==> src/rtl/mme_pkg.sv <==
package mme_pkg;

   localparam int DIM_W  = 4;
   localparam int IDX_W  = 3;
   localparam int ELEM_W = 16;
   localparam int PROD_W = 32;
   localparam int SUM_W  = 35;
   localparam int CSR_IDX_W = 2;

   localparam logic [DIM_W-1:0] DIM_RESET = 4'd8;
   localparam logic [DIM_W-1:0] DIM_ONE   = 4'd1;

   typedef enum logic [1:0] {
      OP_LOAD_A  = 2'd0,
      OP_LOAD_B  = 2'd1,
      OP_COMPUTE = 2'd2,
      OP_NONE    = 2'd3
   } opcode_type;

   typedef enum logic [CSR_IDX_W-1:0] {
      CSR_ROWS_A    = 2'd0,
      CSR_INNER_LEN = 2'd1,
      CSR_COLS_B    = 2'd2,
      CSR_UNUSED    = 2'd3
   } csr_index_type;

   typedef struct packed {
      logic             first;
      logic             done;
      logic             last;
      logic [IDX_W-1:0] row;
      logic [IDX_W-1:0] col;
   } tag_type;

   typedef struct packed {
      logic             valid;
      tag_type          tag;
      logic [DIM_W-1:0] inner;
   } issue_type;

   typedef struct packed {
      logic wr_a;
      logic wr_b;
   } load_type;

   function automatic logic [DIM_W-1:0] clamp_dim(logic [DIM_W-1:0] value, int maxv);
      logic [DIM_W-1:0] result;
      result = value;
      if (value == '0) begin
         result = DIM_ONE;
      end else if (int'(value) > maxv) begin
         result = DIM_W'(maxv);
      end
      return result;
   endfunction

endpackage

==> src/rtl/mme_ram.sv <==
module mme_ram #(
   parameter int WIDTH = 16,
   parameter int DEPTH = 64,
   localparam int ADDR_W = (DEPTH > 1) ? $clog2(DEPTH) : 1
) (
   input  logic              clock,
   input  logic              wr_en,
   input  logic [ADDR_W-1:0] wr_addr,
   input  logic [WIDTH-1:0]  wr_data,
   input  logic              rd_en,
   input  logic [ADDR_W-1:0] rd_addr,
   output logic [WIDTH-1:0]  rd_data
);

   logic [WIDTH-1:0] mem_ff [DEPTH];
   logic [WIDTH-1:0] rd_data_ff;

   always_ff @(posedge clock) begin
      if (wr_en) begin
         mem_ff[wr_addr] <= wr_data;
      end
      if (rd_en) begin
         rd_data_ff <= mem_ff[rd_addr];
      end
   end

   assign rd_data = rd_data_ff;

endmodule

==> src/rtl/mme_ctrl.sv <==
module mme_ctrl #(
   parameter int MAX_ROWS  = 8,
   parameter int MAX_INNER = 8,
   parameter int MAX_COLS  = 8
) (
   input  logic                                 clock,
   input  logic                                 reset,
   input  logic                                 req_valid,
   output logic                                 req_stall,
   input  logic [1:0]                           req_opcode,
   input  logic                                 csr_write,
   input  logic [mme_pkg::CSR_IDX_W-1:0]        csr_index,
   input  logic [mme_pkg::DIM_W-1:0]            csr_data,
   input  logic                                 advance,
   output mme_pkg::load_type                    load,
   output mme_pkg::issue_type                   issue
);

   import mme_pkg::*;

   typedef enum logic [1:0] {
      ST_IDLE = 2'b01,
      ST_RUN  = 2'b10
   } state_type;

   state_type        state_ff, state_in;
   logic [DIM_W-1:0] rows_a_ff, rows_a_in;
   logic [DIM_W-1:0] inner_len_ff, inner_len_in;
   logic [DIM_W-1:0] cols_b_ff, cols_b_in;
   logic [DIM_W-1:0] m_ff, m_in;
   logic [DIM_W-1:0] k_ff, k_in;
   logic [DIM_W-1:0] n_ff, n_in;
   logic [IDX_W-1:0] i_ff, i_in;
   logic [IDX_W-1:0] j_ff, j_in;
   logic [DIM_W-1:0] t_ff, t_in;
   logic             accept;
   logic             t_end;
   logic             j_end;
   logic             i_end;

   assign req_stall = (state_ff != ST_IDLE);
   assign accept    = req_valid && !req_stall;

   assign t_end = (t_ff == k_ff - DIM_ONE);
   assign j_end = (DIM_W'(j_ff) == n_ff - DIM_ONE);
   assign i_end = (DIM_W'(i_ff) == m_ff - DIM_ONE);

   assign load.wr_a = accept && (req_opcode == OP_LOAD_A);
   assign load.wr_b = accept && (req_opcode == OP_LOAD_B);

   assign issue.valid     = (state_ff == ST_RUN);
   assign issue.tag.first = (t_ff == '0);
   assign issue.tag.done  = t_end;
   assign issue.tag.last  = t_end && j_end && i_end;
   assign issue.tag.row   = i_ff;
   assign issue.tag.col   = j_ff;
   assign issue.inner     = t_ff;

   always_comb begin
      rows_a_in    = rows_a_ff;
      inner_len_in = inner_len_ff;
      cols_b_in    = cols_b_ff;
      if (csr_write) begin
         unique case (csr_index)
            CSR_ROWS_A:    rows_a_in    = csr_data;
            CSR_INNER_LEN: inner_len_in = csr_data;
            CSR_COLS_B:    cols_b_in    = csr_data;
            default: begin
            end
         endcase
      end
   end

   always_comb begin
      state_in = state_ff;
      m_in     = m_ff;
      k_in     = k_ff;
      n_in     = n_ff;
      i_in     = i_ff;
      j_in     = j_ff;
      t_in     = t_ff;
      unique case (state_ff)
         ST_IDLE: begin
            if (accept && (req_opcode == OP_COMPUTE)) begin
               state_in = ST_RUN;
               m_in     = clamp_dim(rows_a_ff, MAX_ROWS);
               k_in     = clamp_dim(inner_len_ff, MAX_INNER);
               n_in     = clamp_dim(cols_b_ff, MAX_COLS);
               i_in     = '0;
               j_in     = '0;
               t_in     = '0;
            end
         end
         ST_RUN: begin
            if (advance) begin
               if (!t_end) begin
                  t_in = t_ff + DIM_ONE;
               end else begin
                  t_in = '0;
                  if (!j_end) begin
                     j_in = j_ff + IDX_W'(1);
                  end else begin
                     j_in = '0;
                     if (!i_end) begin
                        i_in = i_ff + IDX_W'(1);
                     end else begin
                        state_in = ST_IDLE;
                     end
                  end
               end
            end
         end
         default: begin
            state_in = ST_IDLE;
         end
      endcase
   end

   always_ff @(posedge clock) begin
      if (reset) begin
         state_ff     <= ST_IDLE;
         rows_a_ff    <= DIM_RESET;
         inner_len_ff <= DIM_RESET;
         cols_b_ff    <= DIM_RESET;
      end else begin
         state_ff     <= state_in;
         rows_a_ff    <= rows_a_in;
         inner_len_ff <= inner_len_in;
         cols_b_ff    <= cols_b_in;
      end
   end

   always_ff @(posedge clock) begin
      m_ff <= m_in;
      k_ff <= k_in;
      n_ff <= n_in;
      i_ff <= i_in;
      j_ff <= j_in;
      t_ff <= t_in;
   end

endmodule

==> src/rtl/mme_datapath.sv <==
module mme_datapath #(
   parameter int MAX_ROWS  = 8,
   parameter int MAX_INNER = 8,
   parameter int MAX_COLS  = 8
) (
   input  logic                                 clock,
   input  logic                                 reset,
   input  mme_pkg::load_type                    load,
   input  mme_pkg::issue_type                   issue,
   input  logic [mme_pkg::IDX_W-1:0]            req_row_index,
   input  logic [mme_pkg::IDX_W-1:0]            req_col_index,
   input  logic signed [mme_pkg::ELEM_W-1:0]    req_elem_value,
   output logic                                 advance,
   output logic                                 rsp_valid,
   input  logic                                 rsp_stall,
   output logic [mme_pkg::IDX_W-1:0]            rsp_out_row,
   output logic [mme_pkg::IDX_W-1:0]            rsp_out_col,
   output logic signed [mme_pkg::SUM_W-1:0]     rsp_product_value,
   output logic                                 rsp_is_last
);

   import mme_pkg::*;

   localparam int A_DEPTH = MAX_ROWS * MAX_INNER;
   localparam int B_DEPTH = MAX_INNER * MAX_COLS;
   localparam int A_AW = (A_DEPTH > 1) ? $clog2(A_DEPTH) : 1;
   localparam int B_AW = (B_DEPTH > 1) ? $clog2(B_DEPTH) : 1;

   logic [A_AW-1:0]          a_wr_addr;
   logic [A_AW-1:0]          a_rd_addr;
   logic [B_AW-1:0]          b_wr_addr;
   logic [B_AW-1:0]          b_rd_addr;
   logic                     a_wr_en;
   logic                     b_wr_en;
   logic                     rd_en;
   logic [ELEM_W-1:0]        a_rd_data;
   logic [ELEM_W-1:0]        b_rd_data;
   logic signed [PROD_W-1:0] prod_in;
   logic signed [SUM_W-1:0]  sum_in;

   logic                     s1_valid_ff;
   tag_type                  s1_tag_ff;
   logic                     s2_valid_ff;
   tag_type                  s2_tag_ff;
   logic signed [PROD_W-1:0] prod_ff;
   logic signed [SUM_W-1:0]  acc_ff;
   logic                     rsp_valid_ff, rsp_valid_in;
   logic [IDX_W-1:0]         rsp_row_ff;
   logic [IDX_W-1:0]         rsp_col_ff;
   logic signed [SUM_W-1:0]  rsp_value_ff;
   logic                     rsp_last_ff;
   logic                     finish;

   assign advance = !(rsp_valid_ff && rsp_stall);

   assign a_wr_en = load.wr_a && (int'(req_row_index) < MAX_ROWS)
                    && (int'(req_col_index) < MAX_INNER);
   assign b_wr_en = load.wr_b && (int'(req_row_index) < MAX_INNER)
                    && (int'(req_col_index) < MAX_COLS);
   assign a_wr_addr = A_AW'(int'(req_row_index) * MAX_INNER + int'(req_col_index));
   assign b_wr_addr = B_AW'(int'(req_row_index) * MAX_COLS + int'(req_col_index));
   assign a_rd_addr = A_AW'(int'(issue.tag.row) * MAX_INNER + int'(issue.inner));
   assign b_rd_addr = B_AW'(int'(issue.inner) * MAX_COLS + int'(issue.tag.col));
   assign rd_en     = issue.valid && advance;

   mme_ram #(
      .WIDTH (ELEM_W),
      .DEPTH (A_DEPTH)
   ) u_store_a (
      .clock   (clock),
      .wr_en   (a_wr_en),
      .wr_addr (a_wr_addr),
      .wr_data (req_elem_value),
      .rd_en   (rd_en),
      .rd_addr (a_rd_addr),
      .rd_data (a_rd_data)
   );

   mme_ram #(
      .WIDTH (ELEM_W),
      .DEPTH (B_DEPTH)
   ) u_store_b (
      .clock   (clock),
      .wr_en   (b_wr_en),
      .wr_addr (b_wr_addr),
      .wr_data (req_elem_value),
      .rd_en   (rd_en),
      .rd_addr (b_rd_addr),
      .rd_data (b_rd_data)
   );

   assign prod_in = $signed(a_rd_data) * $signed(b_rd_data);
   assign sum_in  = (s2_tag_ff.first ? SUM_W'(0) : acc_ff)
                    + {{(SUM_W-PROD_W){prod_ff[PROD_W-1]}}, prod_ff};
   assign finish  = advance && s2_valid_ff && s2_tag_ff.done;

   always_comb begin
      rsp_valid_in = rsp_valid_ff;
      if (finish) begin
         rsp_valid_in = 1'b1;
      end else if (rsp_valid_ff && !rsp_stall) begin
         rsp_valid_in = 1'b0;
      end
   end

   always_ff @(posedge clock) begin
      if (reset) begin
         s1_valid_ff  <= 1'b0;
         s2_valid_ff  <= 1'b0;
         rsp_valid_ff <= 1'b0;
      end else begin
         if (advance) begin
            s1_valid_ff <= rd_en;
            s2_valid_ff <= s1_valid_ff;
         end
         rsp_valid_ff <= rsp_valid_in;
      end
   end

   always_ff @(posedge clock) begin
      if (advance) begin
         s1_tag_ff <= issue.tag;
         s2_tag_ff <= s1_tag_ff;
         prod_ff   <= prod_in;
         if (s2_valid_ff) begin
            acc_ff <= sum_in;
         end
      end
      if (finish) begin
         rsp_row_ff   <= s2_tag_ff.row;
         rsp_col_ff   <= s2_tag_ff.col;
         rsp_value_ff <= sum_in;
         rsp_last_ff  <= s2_tag_ff.last;
      end
   end

   assign rsp_valid         = rsp_valid_ff;
   assign rsp_out_row       = rsp_row_ff;
   assign rsp_out_col       = rsp_col_ff;
   assign rsp_product_value = rsp_value_ff;
   assign rsp_is_last       = rsp_last_ff;

endmodule

==> src/rtl/matrix_multiply_engine.sv <==
// Load transfers are taken one per cycle while idle and write one element of
// A or B. A compute transfer occupies the sequencer until all m*n*k products
// are issued, reading one operand from each store per cycle unless a stalled
// result holds it; each element of C is a serial multiply-accumulate of k products.
// A stalled result freezes the read, multiply and accumulate pipeline.
// Reset is synchronous and restores all sizes to 8; the stores are not cleared.
module matrix_multiply_engine #(
   parameter int MAX_ROWS  = 8,
   parameter int MAX_INNER = 8,
   parameter int MAX_COLS  = 8
) (
   input  logic                                 clock,
   input  logic                                 reset,
   input  logic                                 req_valid,
   output logic                                 req_stall,
   input  logic [1:0]                           req_opcode,
   input  logic [mme_pkg::IDX_W-1:0]            req_row_index,
   input  logic [mme_pkg::IDX_W-1:0]            req_col_index,
   input  logic signed [mme_pkg::ELEM_W-1:0]    req_elem_value,
   output logic                                 rsp_valid,
   input  logic                                 rsp_stall,
   output logic [mme_pkg::IDX_W-1:0]            rsp_out_row,
   output logic [mme_pkg::IDX_W-1:0]            rsp_out_col,
   output logic signed [mme_pkg::SUM_W-1:0]     rsp_product_value,
   output logic                                 rsp_is_last,
   input  logic                                 csr_write,
   input  logic [mme_pkg::CSR_IDX_W-1:0]        csr_index,
   input  logic [mme_pkg::DIM_W-1:0]            csr_data
);

   import mme_pkg::*;

   load_type  load;
   issue_type issue;
   logic      advance;

   mme_ctrl #(
      .MAX_ROWS  (MAX_ROWS),
      .MAX_INNER (MAX_INNER),
      .MAX_COLS  (MAX_COLS)
   ) u_ctrl (
      .clock      (clock),
      .reset      (reset),
      .req_valid  (req_valid),
      .req_stall  (req_stall),
      .req_opcode (req_opcode),
      .csr_write  (csr_write),
      .csr_index  (csr_index),
      .csr_data   (csr_data),
      .advance    (advance),
      .load       (load),
      .issue      (issue)
   );

   mme_datapath #(
      .MAX_ROWS  (MAX_ROWS),
      .MAX_INNER (MAX_INNER),
      .MAX_COLS  (MAX_COLS)
   ) u_datapath (
      .clock             (clock),
      .reset             (reset),
      .load              (load),
      .issue             (issue),
      .req_row_index     (req_row_index),
      .req_col_index     (req_col_index),
      .req_elem_value    (req_elem_value),
      .advance           (advance),
      .rsp_valid         (rsp_valid),
      .rsp_stall         (rsp_stall),
      .rsp_out_row       (rsp_out_row),
      .rsp_out_col       (rsp_out_col),
      .rsp_product_value (rsp_product_value),
      .rsp_is_last       (rsp_is_last)
   );

endmodule

==> config.mk <==
export PLATFORM = sky130hd
export DESIGN_NAME = matrix_multiply_engine
export DESIGN_NICKNAME = d
export VERILOG_FILES = /design/src/rtl/mme_pkg.sv /design/src/rtl/mme_ram.sv /design/src/rtl/mme_ctrl.sv /design/src/rtl/mme_datapath.sv /design/src/rtl/matrix_multiply_engine.sv
export SDC_FILE = /design/constraint.sdc
export NUM_CORES = 2
export LEC_CHECK = 0
export ABC_AREA = 1
export BUFFER_PORTS_ARGS = -buffer_cell sky130_fd_sc_hd__buf_2
export CAP_MARGIN = 20
export CORE_ASPECT_RATIO = 0.9
export CORE_MARGIN = 10
export CORE_UTILIZATION = 40
export DETAILED_ROUTE_END_ITERATION = 16
export GPL_TIMING_DRIVEN = 0
export MAX_ROUTING_LAYER = met4
export PLACE_DENSITY = 0.62
export SYNTH_ARGS = -nofsm -noshare
export SYNTH_HDL_FRONTEND = slang
export SYNTH_SLANG_ARGS = --single-unit
==> constraint.sdc <==
create_clock -name clock -period 8.1 [get_ports clock]
set_input_delay 0.81 -clock clock [delete_from_list [all_inputs] [get_ports clock]]
set_output_delay 0.81 -clock clock [all_outputs]
set_load 0.05 [all_outputs]
==> run_results.csv <==
group,metric,value,unit
status,status,"complete, no violations",
detailed_routing,wl,344000,µm
place,numPlacedInstances,12700,
clocking,clock_transition_at_the_registers_of_the_reported_paths,0.07,ns
critical_path,worstSetupPathType,"reg -> reg",
global_route,grt.busiest_layer,"met2",
logic_synthesis,yosys_most_used_dff,"edfxtp_1",
logic_synthesis,mappedNetlistArea,0.102,mm²
timing,final_cycle_share,86.0,%
critical_path,cp_endpoint_kind,"flip-flop",
finish,finish.cell_count_without_fillers,13200,
place,port_buffers,78,
timing,timing.fmax,0.144,GHz
logic_synthesis,synth_warnings,0,
timing,finClkSkew,0.111,ns
die,core,0.255,mm²
clocking,clk_latency,0.91,ns
detailed_routing,firstDrtPassIters,6,
critical_path,worst_r2r_endpoint,"u_datapath.prod_ff[30]",
logic_synthesis,netlist-cell-type-count,40,
global_route,global_route.usage.met3,5.57,%
clocking,cts-buffers-inserted,226,
flow_run,max-cap-violations,0,
clocking,cts-hold-fix-buffers,0,
global_route,globalRoute.totalOverflow,0,
critical_path,timing.critical_path.fanout_max,10,
detailed_routing,avgViaCountPerCell,5.58,
logic_synthesis,synth_seq_cells,2246,
logic_synthesis,synth.avg_cell_area,11.2,µm²
clocking,clock_tree.buffer_depth,3,
worst_hold_path,hold_path_class,"in -> reg",
die,fp.dieArea,0.277,mm²
global_route,grt_pass1_wl,489000,µm
finish,drive_gt1_share,10.2,%
global_route,pin_count_of_the_biggest_net_entering_global_routing,97,
power_and_ir_drop,ir_worst_vdd,0.784,mV
timing,worst_slack,1.14,ns
timing,final-setup-viol-count,0,
clocking,htree_levels,4,
timing,setup_repair_after_global_routing_missed_its_margin,"no",
critical_path,worst_r2r_startpoint,"u_datapath.u_store_b.rd_data[3]",
die,chipWidth,553,µm
timing,timing.final.max_slew_violations,0,
timing,worstMarginPinSlew,1.32,ns
clocking,cts_num_sinks,2246,
critical_path,r2r.worst_path.cells,21,
finish,finalInstanceArea,0.117,mm²
detailed_routing,dr.first_iter.drc_count,10700,
logic_synthesis,post-synth-top-area-cell,"edfxtp_1",
timing,hold_violation_total_from_the_final_report,0,
worst_hold_path,min_delay_path_depth,2,
finish,fin_nets,9998,
place,gpl.final_weighted_congestion,0.994,
logic_synthesis,ys_top_cells_by_area,"edfxtp_1 65%, nand2_1 8.9%, nand3_1 7.2%, fa_1 5.1%, inv_1 2.6%",
timing,finalWorstPathRequiredPeriod,6.96,ns
global_route,grt_antenna_before_repair,20,
logic_synthesis,synth_sequential_area_ratio,65.7,%
die,num_io_pins,79,
global_route,grt_usage,24.7,%
worst_hold_path,min-delay-start,"reset",
detailed_routing,routed-via-count,73400,
clocking,cts.repair_timing.setup_buffer_count,0,
logic_synthesis,postSynthCellCount,9128,
timing,totalNegativeSetupSlack,0,ns
die,floorplan.rows,176,
die,fp.dieH,500,µm
logic_synthesis,number_of_flops_mapped_to_enable_cells_by_yosys,2229,
detailed_routing,drc_errors,0,
die,start_util,40.1,%
place,detailedPlace.worstSlack,1.15,ns
place,placedInstanceArea,0.110,mm²
timing,slew-limit-headroom,11.2,%
power_and_ir_drop,power.static_leakage,44.5,nW
logic_synthesis,postSynth.asyncResetShare,0,%
global_route,grt_util_met2,36.5,%
clocking,cts_resized,0,
finish,filler_cell_count,22900,
critical_path,cp.arrival,7.56,ns
logic_synthesis,post_synth_net_total,9553,
place,dp.final_hpwl,245000,µm
critical_path,wp_data_required,8.69,ns
global_route,via_count_of_the_first_global_routing_pass,68400,
critical_path,setup.worst_path.start_class,"flip-flop",
global_route,met1_usage,34.1,%
worst_hold_path,worst_case_hold_path_end_point,"u_datapath.s1_valid_ff",
detailed_routing,antenna_left,0,
clocking,tritoncts_clock_tree,"built",
clocking,cts_root_buffer,"clkbuf_16",
detailed_routing,wire_per_inst,26.2,µm
critical_path,rrSetupSlack,1.14,ns
logic_synthesis,synth.top_cell.area_share,65.3,%
power_and_ir_drop,p_per_area,371,mW/mm²
finish,layout-area-overhead-vs-synth,14.6,%
## critical path, cell delays in order (launching register included)
cell	delay [ns]
edfxtp_1	0.31
clkbuf_1	0.55
clkbuf_1	0.52
nand2_1	0.10
inv_1	0.09
fa_1	0.52
fa_1	0.86
inv_1	0.12
fa_1	0.50
fa_1	0.56
fa_1	0.43
fa_1	0.50
inv_1	0.04
ha_1	0.36
a21oi_1	0.31
o21bai_1	0.10
a21oi_1	0.29
nand2_1	0.12
a21oi_1	0.18
nand2_1	0.07
nand2_1	0.05
nand2_1	0.04
## per-stage QoR
| step | total power, mW | hold slack, ns | util, % |
|---|---|---|---|
| floorplan | 25.9 | 0.400 | - |
| global placement | 33.3 | 0.402 | 41.9 |
| detailed placement | 33.3 | 0.405 | 43.1 |
| CTS | 43.6 | 0.174 | 46.0 |
| global route | 45.8 | 0.191 | 46.0 |
| finish | 43.6 | 0.213 | 46.0 |
## worst max path at each step
stage                                          startpoint                      to  slack (ns)  depth (start not counted)
after floorplan           u_datapath.u_store_b.rd_data[6]  u_datapath.prod_ff[27]        2.40                         21
after global placement    u_datapath.u_store_b.rd_data[3]  u_datapath.prod_ff[31]        1.16                         22
after detailed placement  u_datapath.u_store_b.rd_data[3]  u_datapath.prod_ff[31]        1.15                         22
after CTS                 u_datapath.u_store_b.rd_data[3]  u_datapath.prod_ff[31]        1.09                         22
after global routing      u_datapath.u_store_b.rd_data[3]  u_datapath.prod_ff[31]        0.68                         22
final                     u_datapath.u_store_b.rd_data[3]  u_datapath.prod_ff[30]        1.14                         21
## state kept, by name (all words and copies together) (netlist names), 2 cells and up
name and flops:
u_ctrl.i_ff 3, u_datapath.u_store_b.mem_ff 1024, u_datapath.u_store_a.mem_ff 1024, u_datapath.rsp_out_row 3, u_datapath.prod_ff 32, u_datapath.s2_tag_ff 9
u_datapath.s1_tag_ff 9, u_datapath.u_store_b.rd_data 16, u_ctrl.inner_len_ff 4, u_ctrl.m_ff 4, u_datapath.acc_ff 35, u_datapath.rsp_out_col 3
u_ctrl.j_ff 3, u_datapath.u_store_a.rd_data 16, u_datapath.rsp_product_value 35, u_ctrl.k_ff 4, u_ctrl.t_ff 4, u_ctrl.state_ff 2
u_ctrl.rows_a_ff 4, u_ctrl.cols_b_ff 4, u_ctrl.n_ff 4
## cell usage after synthesis (36+ instances only)
cell and number:
edfxtp_1 2229, nand2_1 2434, buf_4 50, nand3_1 1483, clkbuf_1 178, a21oi_1 219
o21ai_1 38, xor2_1 38, buf_1 36, inv_1 704, fa_1 263, o21ai_0 342
buf_2 246, ha_1 127, o22ai_1 96, nor2_1 500
## cell usage in the layout (no fill, tap or decap), types with 43 or more instances in the layout
| cell type | n |
|---|---|
| nand2_1 | 2433 |
| edfxtp_1 | 2229 |
| nand3_1 | 1483 |
| inv_1 | 704 |
| nor2_1 | 371 |
| o21ai_0 | 342 |
| buf_2 | 312 |
| fa_1 | 263 |
| clkbuf_16 | 227 |
| clkbuf_1 | 223 |
| a21oi_1 | 219 |
| ha_1 | 127 |
| nor2_2 | 119 |
| o22ai_1 | 96 |
| buf_8 | 89 |
| clkinv_2 | 55 |
| buf_4 | 51 |
| clkinv_1 | 48 |
| buf_16 | 43 |
## layout make-up
cell class | instances | area, µm² | share of cell area [%]
repair buffers | 217 | 3070 | 2.62
flip-flops and latches | 2246 | 67300 | 57.3
clock inverters | 143 | 1390 | 1.18
inverters | 711 | 2670 | 2.28
clock buffers | 275 | 5890 | 5.02
plain buffers | 521 | 2540 | 2.16
well taps | 3382 | 4230 | 3.60
multi-input cells | 5650 | 30300 | 25.8
diodes | 19 | 47.5 | 0.0405
## where the power goes
part / total (mW) / leakage [nW] / internal [mW] / switching (mW)
Clock: 10.3 / 3.55 / 5.71 / 4.62
Sequential: 13.7 / 20.3 / 13.6 / 0.114
Combinational: 19.5 / 20.7 / 5.91 / 13.6
## kinds of logic after synthesis
group	Yosys count	synth area share, %
DFF	2246	65.7
xor gates and xnor gates	55	0.470
buffers and inverters	1232	5.09
and+or+nand+nor	4485	18.4
AOI/OAI and AO/OA	720	3.70
adders and majority gates	390	6.69
## routing by layer
layer  part of all wire, %  vias up
met3                    12      648
met5                     0        -
li1                      -    32200
met4                   3.6        0
met1                    41    36100
met2                    44     4462
No activity file was read; power rests on OpenSTA's default activity.
